## src/hdl/sdtq_pkg.sv

```systemverilog
package sdtq_pkg;

    localparam int DEPTH_DEFAULT     = 16;
    localparam int TIME_BITS_DEFAULT = 32;
    localparam int NUM_HANDLES       = 16;
    localparam int HANDLE_BITS       = 4;

    typedef enum logic [1:0] {
        REQ_ADD    = 2'd0,
        REQ_ADJUST = 2'd1,
        REQ_DELETE = 2'd2,
        REQ_TICK   = 2'd3
    } req_type_t;

    typedef enum logic [1:0] {
        STATUS_OK         = 2'd0,
        STATUS_QUEUED     = 2'd1,
        STATUS_NOT_QUEUED = 2'd2
    } status_t;

    typedef struct packed {
        req_type_t               req_type;
        logic [HANDLE_BITS-1:0]  handle;
        logic [31:0]             deadline;
        logic [31:0]             now_time;
    } sdtq_req_t;

    typedef struct packed {
        status_t                 status;
        logic [HANDLE_BITS-1:0]  expired_handle;
        logic                    expired_valid;
        logic                    last;
    } sdtq_rsp_t;

    // Operation broadcast to every cell of the chain at once.
    typedef enum logic [1:0] {
        CELL_HOLD   = 2'd0,
        CELL_INSERT = 2'd1,
        CELL_REMOVE = 2'd2,
        CELL_SHIFT  = 2'd3
    } cell_op_t;

    typedef struct packed {
        cell_op_t                op;
        logic [HANDLE_BITS-1:0]  handle;
    } cell_ctrl_t;

endpackage

```

## src/hdl/sdtq_cell.sv

```systemverilog
module sdtq_cell #(
    parameter int TIME_BITS = sdtq_pkg::TIME_BITS_DEFAULT
) (
    input  logic                              clk,
    input  sdtq_pkg::cell_ctrl_t              ctrl,
    input  logic [TIME_BITS-1:0]              ins_expiry,
    input  logic                              occupied,
    input  logic                              left_keep,
    input  logic [sdtq_pkg::HANDLE_BITS-1:0]  left_handle,
    input  logic [TIME_BITS-1:0]              left_expiry,
    input  logic [sdtq_pkg::HANDLE_BITS-1:0]  right_handle,
    input  logic [TIME_BITS-1:0]              right_expiry,
    input  logic                              seen_in,
    output logic                              keep,
    output logic                              seen_out,
    output logic [sdtq_pkg::HANDLE_BITS-1:0]  slot_handle,
    output logic [TIME_BITS-1:0]              slot_expiry
);

    logic [sdtq_pkg::HANDLE_BITS-1:0] handle_reg;
    logic [sdtq_pkg::HANDLE_BITS-1:0] handle_next;
    logic [TIME_BITS-1:0]             expiry_reg;
    logic [TIME_BITS-1:0]             expiry_next;

    // An occupied cell stays put on insert when it expires no later than the new timer,
    // so equal deadlines keep arrival order.
    assign keep     = occupied && (expiry_reg <= ins_expiry);
    assign seen_out = seen_in || (occupied && (handle_reg == ctrl.handle));

    assign slot_handle = handle_reg;
    assign slot_expiry = expiry_reg;

    always_comb
    begin
        handle_next = handle_reg;
        expiry_next = expiry_reg;
        case (ctrl.op)
            sdtq_pkg::CELL_INSERT:
            begin
                if (!keep)
                begin
                    if (left_keep)
                    begin
                        handle_next = ctrl.handle;
                        expiry_next = ins_expiry;
                    end
                    else
                    begin
                        handle_next = left_handle;
                        expiry_next = left_expiry;
                    end
                end
            end
            sdtq_pkg::CELL_REMOVE:
            begin
                // Every cell at or after the matching one pulls from the right.
                if (seen_out)
                begin
                    handle_next = right_handle;
                    expiry_next = right_expiry;
                end
            end
            sdtq_pkg::CELL_SHIFT:
            begin
                handle_next = right_handle;
                expiry_next = right_expiry;
            end
            default:
            begin
                handle_next = handle_reg;
                expiry_next = expiry_reg;
            end
        endcase
    end

    always_ff @(posedge clk)
    begin
        handle_reg <= handle_next;
        expiry_reg <= expiry_next;
    end

endmodule

```

## src/hdl/sorted_deadline_timer_queue_unit.sv

```systemverilog
// Sorted timer queue: up to DEPTH timers (at most 16 handles) held in a chain
// of cells in ascending expiry order, equal expiries in arrival order. Add and
// delete each act once on the chain and give one result beat; adjust removes
// the timer and then puts it back with a sorted insert. Tick first captures the
// time and then pops one due timer per cycle from the head of the chain while
// the result side does not stall, one result beat each, or gives one beat
// without a timer when none is due. A new request is taken once the previous
// request has finished and the result register is free or being drained.
module sorted_deadline_timer_queue_unit #(
    parameter int DEPTH     = sdtq_pkg::DEPTH_DEFAULT,
    parameter int TIME_BITS = sdtq_pkg::TIME_BITS_DEFAULT
) (
    input  logic                clk,
    input  logic                rst_n,
    input  logic                req_valid,
    output logic                req_ready,
    input  sdtq_pkg::sdtq_req_t req,
    output logic                rsp_valid,
    input  logic                rsp_ready,
    output sdtq_pkg::sdtq_rsp_t rsp
);

    localparam int CAPACITY = (DEPTH < sdtq_pkg::NUM_HANDLES) ? DEPTH
                                                              : sdtq_pkg::NUM_HANDLES;
    localparam int CW       = $clog2(DEPTH + 1);

    typedef enum logic [1:0] {
        S_IDLE,
        S_INSERT,
        S_POP
    } state_t;

    state_t                               state_reg, state_next;
    logic [CW-1:0]                        count_reg, count_next;
    logic [sdtq_pkg::NUM_HANDLES-1:0]     queued_reg, queued_next;
    logic                                 rsp_valid_reg, rsp_valid_next;
    sdtq_pkg::sdtq_rsp_t                  rsp_reg, rsp_next;
    logic [sdtq_pkg::HANDLE_BITS-1:0]     pend_handle_reg, pend_handle_next;
    logic [TIME_BITS-1:0]                 pend_time_reg, pend_time_next;

    sdtq_pkg::cell_ctrl_t                 ctrl;
    logic [TIME_BITS-1:0]                 ins_expiry;

    logic [DEPTH-1:0]                     occ;
    logic [DEPTH-1:0]                     keep;
    logic [DEPTH-1:0]                     seen;
    logic [sdtq_pkg::HANDLE_BITS-1:0]     c_handle [DEPTH];
    logic [TIME_BITS-1:0]                 c_expiry [DEPTH];

    logic                                 out_free;
    logic                                 accept;
    logic                                 hit;
    logic                                 head_due;
    logic                                 second_due;
    logic [TIME_BITS-1:0]                 req_deadline;

    assign out_free     = !rsp_valid_reg || rsp_ready;
    assign req_ready    = (state_reg == S_IDLE) && out_free;
    assign accept       = req_valid && req_ready;
    assign hit          = queued_reg[req.handle];
    assign req_deadline = TIME_BITS'(req.deadline);
    assign head_due     = occ[0] && (c_expiry[0] <= pend_time_reg);
    assign second_due   = occ[1] && (c_expiry[1] <= pend_time_reg);

    assign rsp_valid = rsp_valid_reg;
    assign rsp       = rsp_reg;

    for (genvar i = 0; i < DEPTH; i++)
    begin : g_cell
        logic                             left_keep;
        logic [sdtq_pkg::HANDLE_BITS-1:0] left_handle;
        logic [TIME_BITS-1:0]             left_expiry;
        logic [sdtq_pkg::HANDLE_BITS-1:0] right_handle;
        logic [TIME_BITS-1:0]             right_expiry;
        logic                             seen_in;

        assign occ[i] = CW'(i) < count_reg;

        if (i == 0)
        begin : g_head
            assign left_keep   = 1'b1;
            assign left_handle = ctrl.handle;
            assign left_expiry = ins_expiry;
            assign seen_in     = 1'b0;
        end
        else
        begin : g_body
            assign left_keep   = keep[i-1];
            assign left_handle = c_handle[i-1];
            assign left_expiry = c_expiry[i-1];
            assign seen_in     = seen[i-1];
        end

        if (i == DEPTH - 1)
        begin : g_tail
            assign right_handle = c_handle[i];
            assign right_expiry = c_expiry[i];
        end
        else
        begin : g_inner
            assign right_handle = c_handle[i+1];
            assign right_expiry = c_expiry[i+1];
        end

        sdtq_cell #(
            .TIME_BITS (TIME_BITS)
        ) u_cell (
            .clk          (clk),
            .ctrl         (ctrl),
            .ins_expiry   (ins_expiry),
            .occupied     (occ[i]),
            .left_keep    (left_keep),
            .left_handle  (left_handle),
            .left_expiry  (left_expiry),
            .right_handle (right_handle),
            .right_expiry (right_expiry),
            .seen_in      (seen_in),
            .keep         (keep[i]),
            .seen_out     (seen[i]),
            .slot_handle  (c_handle[i]),
            .slot_expiry  (c_expiry[i])
        );
    end

    always_comb
    begin
        state_next       = state_reg;
        count_next       = count_reg;
        queued_next      = queued_reg;
        rsp_valid_next   = rsp_valid_reg;
        rsp_next         = rsp_reg;
        pend_handle_next = pend_handle_reg;
        pend_time_next   = pend_time_reg;
        ctrl.op          = sdtq_pkg::CELL_HOLD;
        ctrl.handle      = pend_handle_reg;
        ins_expiry       = pend_time_reg;

        if (rsp_valid_reg && rsp_ready)
        begin
            rsp_valid_next = 1'b0;
        end

        case (state_reg)
            S_IDLE:
            begin
                if (accept)
                begin
                    rsp_next.status         = sdtq_pkg::STATUS_OK;
                    rsp_next.expired_handle = '0;
                    rsp_next.expired_valid  = 1'b0;
                    rsp_next.last           = 1'b1;
                    case (req.req_type)
                        sdtq_pkg::REQ_ADD:
                        begin
                            rsp_valid_next = 1'b1;
                            if (hit || (count_reg >= CW'(CAPACITY)))
                            begin
                                rsp_next.status = sdtq_pkg::STATUS_QUEUED;
                            end
                            else
                            begin
                                ctrl.op                 = sdtq_pkg::CELL_INSERT;
                                ctrl.handle             = req.handle;
                                ins_expiry              = req_deadline;
                                count_next              = count_reg + CW'(1);
                                queued_next[req.handle] = 1'b1;
                            end
                        end
                        sdtq_pkg::REQ_ADJUST:
                        begin
                            rsp_valid_next = 1'b1;
                            if (!hit)
                            begin
                                rsp_next.status = sdtq_pkg::STATUS_NOT_QUEUED;
                            end
                            else
                            begin
                                // Take the timer out now, put it back sorted next cycle.
                                ctrl.op          = sdtq_pkg::CELL_REMOVE;
                                ctrl.handle      = req.handle;
                                count_next       = count_reg - CW'(1);
                                pend_handle_next = req.handle;
                                pend_time_next   = req_deadline;
                                state_next       = S_INSERT;
                            end
                        end
                        sdtq_pkg::REQ_DELETE:
                        begin
                            rsp_valid_next = 1'b1;
                            if (!hit)
                            begin
                                rsp_next.status = sdtq_pkg::STATUS_NOT_QUEUED;
                            end
                            else
                            begin
                                ctrl.op                 = sdtq_pkg::CELL_REMOVE;
                                ctrl.handle             = req.handle;
                                count_next              = count_reg - CW'(1);
                                queued_next[req.handle] = 1'b0;
                            end
                        end
                        sdtq_pkg::REQ_TICK:
                        begin
                            pend_time_next = TIME_BITS'(req.now_time);
                            state_next     = S_POP;
                        end
                        default:
                        begin
                            state_next = S_IDLE;
                        end
                    endcase
                end
            end
            S_INSERT:
            begin
                ctrl.op     = sdtq_pkg::CELL_INSERT;
                ctrl.handle = pend_handle_reg;
                ins_expiry  = pend_time_reg;
                count_next  = count_reg + CW'(1);
                state_next  = S_IDLE;
            end
            S_POP:
            begin
                if (out_free)
                begin
                    rsp_valid_next  = 1'b1;
                    rsp_next.status = sdtq_pkg::STATUS_OK;
                    if (head_due)
                    begin
                        ctrl.op                  = sdtq_pkg::CELL_SHIFT;
                        count_next               = count_reg - CW'(1);
                        queued_next[c_handle[0]] = 1'b0;
                        rsp_next.expired_handle  = c_handle[0];
                        rsp_next.expired_valid   = 1'b1;
                        // The chain is sorted, so the next cell tells whether more are due.
                        rsp_next.last            = !second_due;
                        if (!second_due)
                        begin
                            state_next = S_IDLE;
                        end
                    end
                    else
                    begin
                        rsp_next.expired_handle = '0;
                        rsp_next.expired_valid  = 1'b0;
                        rsp_next.last           = 1'b1;
                        state_next              = S_IDLE;
                    end
                end
            end
            default:
            begin
                state_next = S_IDLE;
            end
        endcase
    end

    always_ff @(posedge clk or negedge rst_n)
    begin
        if (!rst_n)
        begin
            state_reg       <= S_IDLE;
            count_reg       <= '0;
            queued_reg      <= '0;
            rsp_valid_reg   <= 1'b0;
            rsp_reg         <= '0;
            pend_handle_reg <= '0;
            pend_time_reg   <= '0;
        end
        else
        begin
            state_reg       <= state_next;
            count_reg       <= count_next;
            queued_reg      <= queued_next;
            rsp_valid_reg   <= rsp_valid_next;
            rsp_reg         <= rsp_next;
            pend_handle_reg <= pend_handle_next;
            pend_time_reg   <= pend_time_next;
        end
    end

endmodule

```

## config.mk

```make
export PLATFORM = sky130hd
export DESIGN_NAME = sorted_deadline_timer_queue_unit
export DESIGN_NICKNAME = d
export VERILOG_FILES = /design/src/hdl/sdtq_pkg.sv /design/src/hdl/sdtq_cell.sv /design/src/hdl/sorted_deadline_timer_queue_unit.sv
export SDC_FILE = /design/constraint.sdc
export NUM_CORES = 2
export LEC_CHECK = 0
export BUFFER_PORTS_ARGS = -buffer_cell sky130_fd_sc_hd__buf_4
export CAP_MARGIN = 20
export CORE_MARGIN = 2
export CORE_UTILIZATION = 65
export DETAILED_ROUTE_END_ITERATION = 8
export HOLD_SLACK_MARGIN = 0.12
export PLACE_DENSITY_LB_ADDON = 0.25
export SLEW_MARGIN = 30
export SYNTH_ARGS = -nofsm -noshare
export SYNTH_HDL_FRONTEND = slang
export SYNTH_HIERARCHICAL = 1
export SYNTH_SLANG_ARGS = --single-unit
```

## constraint.sdc

```tcl
create_clock -name clk -period 8.8 [get_ports clk]
set_input_delay 0.44 -clock clk [delete_from_list [all_inputs] [get_ports clk]]
set_output_delay 0.44 -clock clk [all_outputs]
set_load 0.01 [all_outputs]
```

==> out/summary.txt <==
CTS max path bufs - 3
CTS tree - done
first-pass GRT wire length - 206,000 µm
setup TNS - 0 ps
WL final - 128,000 µm
DRC violations left - 0
die height - 280 µm
fraction of layout cells with a size suffix above 1 - 7.70%
endpoints failing setup - 0
Tcrit/Tclk final - 83.3%
commonest non-fill, non-tap cell in the layout - nand2_1
Critical Path Start Type - flop
GR Overflow Total - 0
Routed Antenna Nets - 0
crit path time final - 7330 ps
Hold Violations, Final - 0
routability cong. - 0.914
status - finished, final reports clean
post-synthesis cell count - 5,239
clock latency at the later pin of the worst-skew pair - 630 ps
fin area - 54,300 µm²
Initial Utilization - 65.5%
Max-Cap Viols - 0
Core Box Area - 75,700 µm²
critical path class - flop to flop
worst slew pin tran - 961 ps
Inst Count DP - 6,168
slack of the worst reg-to-reg path - 1470 ps
Placed Instance Area - 51,600 µm²
Root Driver - clkbuf_16
Critical Path Sink Type - flop
Worst EP arrival - 7660 ps
max reg flops - 512
row cnt - 101
DR vias - 39,400
initial antenna violation count - 1
worst stage delay on the critical path - 600 ps
Area growth syn-to-layout - 9.54%
die area - 78,500 µm²
RSZ-0062 raised after global routing - false
Avg Cell Area, Syn - 9.47 µm²
IO Port Bufs - 83
vias in the first global route - 38,700
Hold Worst Slack - 136 ps
TritonCTS Sinks - 644
fin cells - 6,329
DR WL/cell - 20.2 µm
Fin Clk Skew - 23.6 ps
Reg2Reg Depth - 26
Slew Limit Headroom - 34.3%
CP Data Required Time - 9130 ps
CTS buffer count - 76
Crit Path Max Fanout - 36
via density per instance - 6.23
syn_nets - 5,902
fill count - 5,553
initial drt markers - 3,421
dpl hpwl - 94,400 µm
most frequent cells in the layout - nand2_1, mux2i_1, ha_1
io pins - 84
pin count of the biggest net entering global routing - 255
crit path to - g_cell[15].u_cell/slot_expiry[20]$_DFFE_PP_
mapped cell area - 49,600 µm²
total iterations of the first detailed-routing run - 5
yosys warns - 6
Most common cell on crit path - a31o_1
Slowest cell on crit path - mux4_2
HP Start - req[5]
fmax - 136 MHz
post-CTS sizing - 0
R2R Path End - g_cell[15].u_cell/slot_expiry[20]$_DFFE_PP_
clk slew on worst S/H paths - 60 ps
Hold WC Path Type - input pin to flop
Die W - 280 µm
Max Slew Vio Count - 0
Final #Nets - 5,956
H-tree levels - 3
total global-route track usage - 32.4%
[routing by layer]
layer | track usage [%] | up-vias | wire length [µm] | part of all wire [%]
li1 | - | 19100 | - | -
met3 | 3.74 | 314 | 7190 | 5.6
met4 | 15.9 | 0 | 6710 | 5.2
met5 | 0 | - | 0 | 0
met1 | 42.5 | 18600 | 54400 | 43
met2 | 53.4 | 1409 | 59600 | 47
[critical path, delay by kind of cell, from the launching register on]
family	cells	cell delay, ps
AOI/OAI and AO/OA	19	4160
muxes	2	1130
buffers and inverters	2	660
and+or+nand+nor	2	450
DFF	1	390
xor gates and xnor gates	1	200
[how the worst min path moves through the flow]
stage | cells past startpoint | endpoint
4_1_cts | 3 | pend_time_reg[23]$_DFFE_PN0P_
3_3_place_gp | 1 | rsp[1]$_DFFE_PN0P_
3_5_place_dp | 1 | rsp[1]$_DFFE_PN0P_
5_1_grt | 3 | pend_time_reg[11]$_DFFE_PN0P_
6_report | 3 | pend_time_reg[5]$_DFFE_PN0P_
2_1_floorplan | 0 | async pin
[stage by stage]
stage	setup WS, ps	util [%]
after floorplan	1160	-
after global placement	1330	68.2
after detailed placement	1250	68.2
after CTS	1540	71.7
after global routing	1130	71.8
final	1470	71.8
[cell type report]
type / instances / area, µm² / share of cell area [%]
repair buffers: 204 / 1690 / 3.11
clock inverters: 31 / 275 / 0.507
diodes: 1 / 2.50 / 0.00461
clock buffers: 104 / 2130 / 3.93
multi-input cells: 3791 / 27800 / 51.2
inverters: 576 / 2160 / 3.98
flip-flops and latches: 644 / 19000 / 35.0
well taps: 978 / 1220 / 2.25
[repair_timing]
action / 4_1_cts / 5_1_grt
hold endpoints to repair: 84 / 0
hold buffers: 22 / 0
setup buffers: 0 / 0
endpoints found under the setup margin: 0 / 0
Power is not shown: default switching activity piles up to over one toggle a cycle in this logic, so the estimate is an artifact.
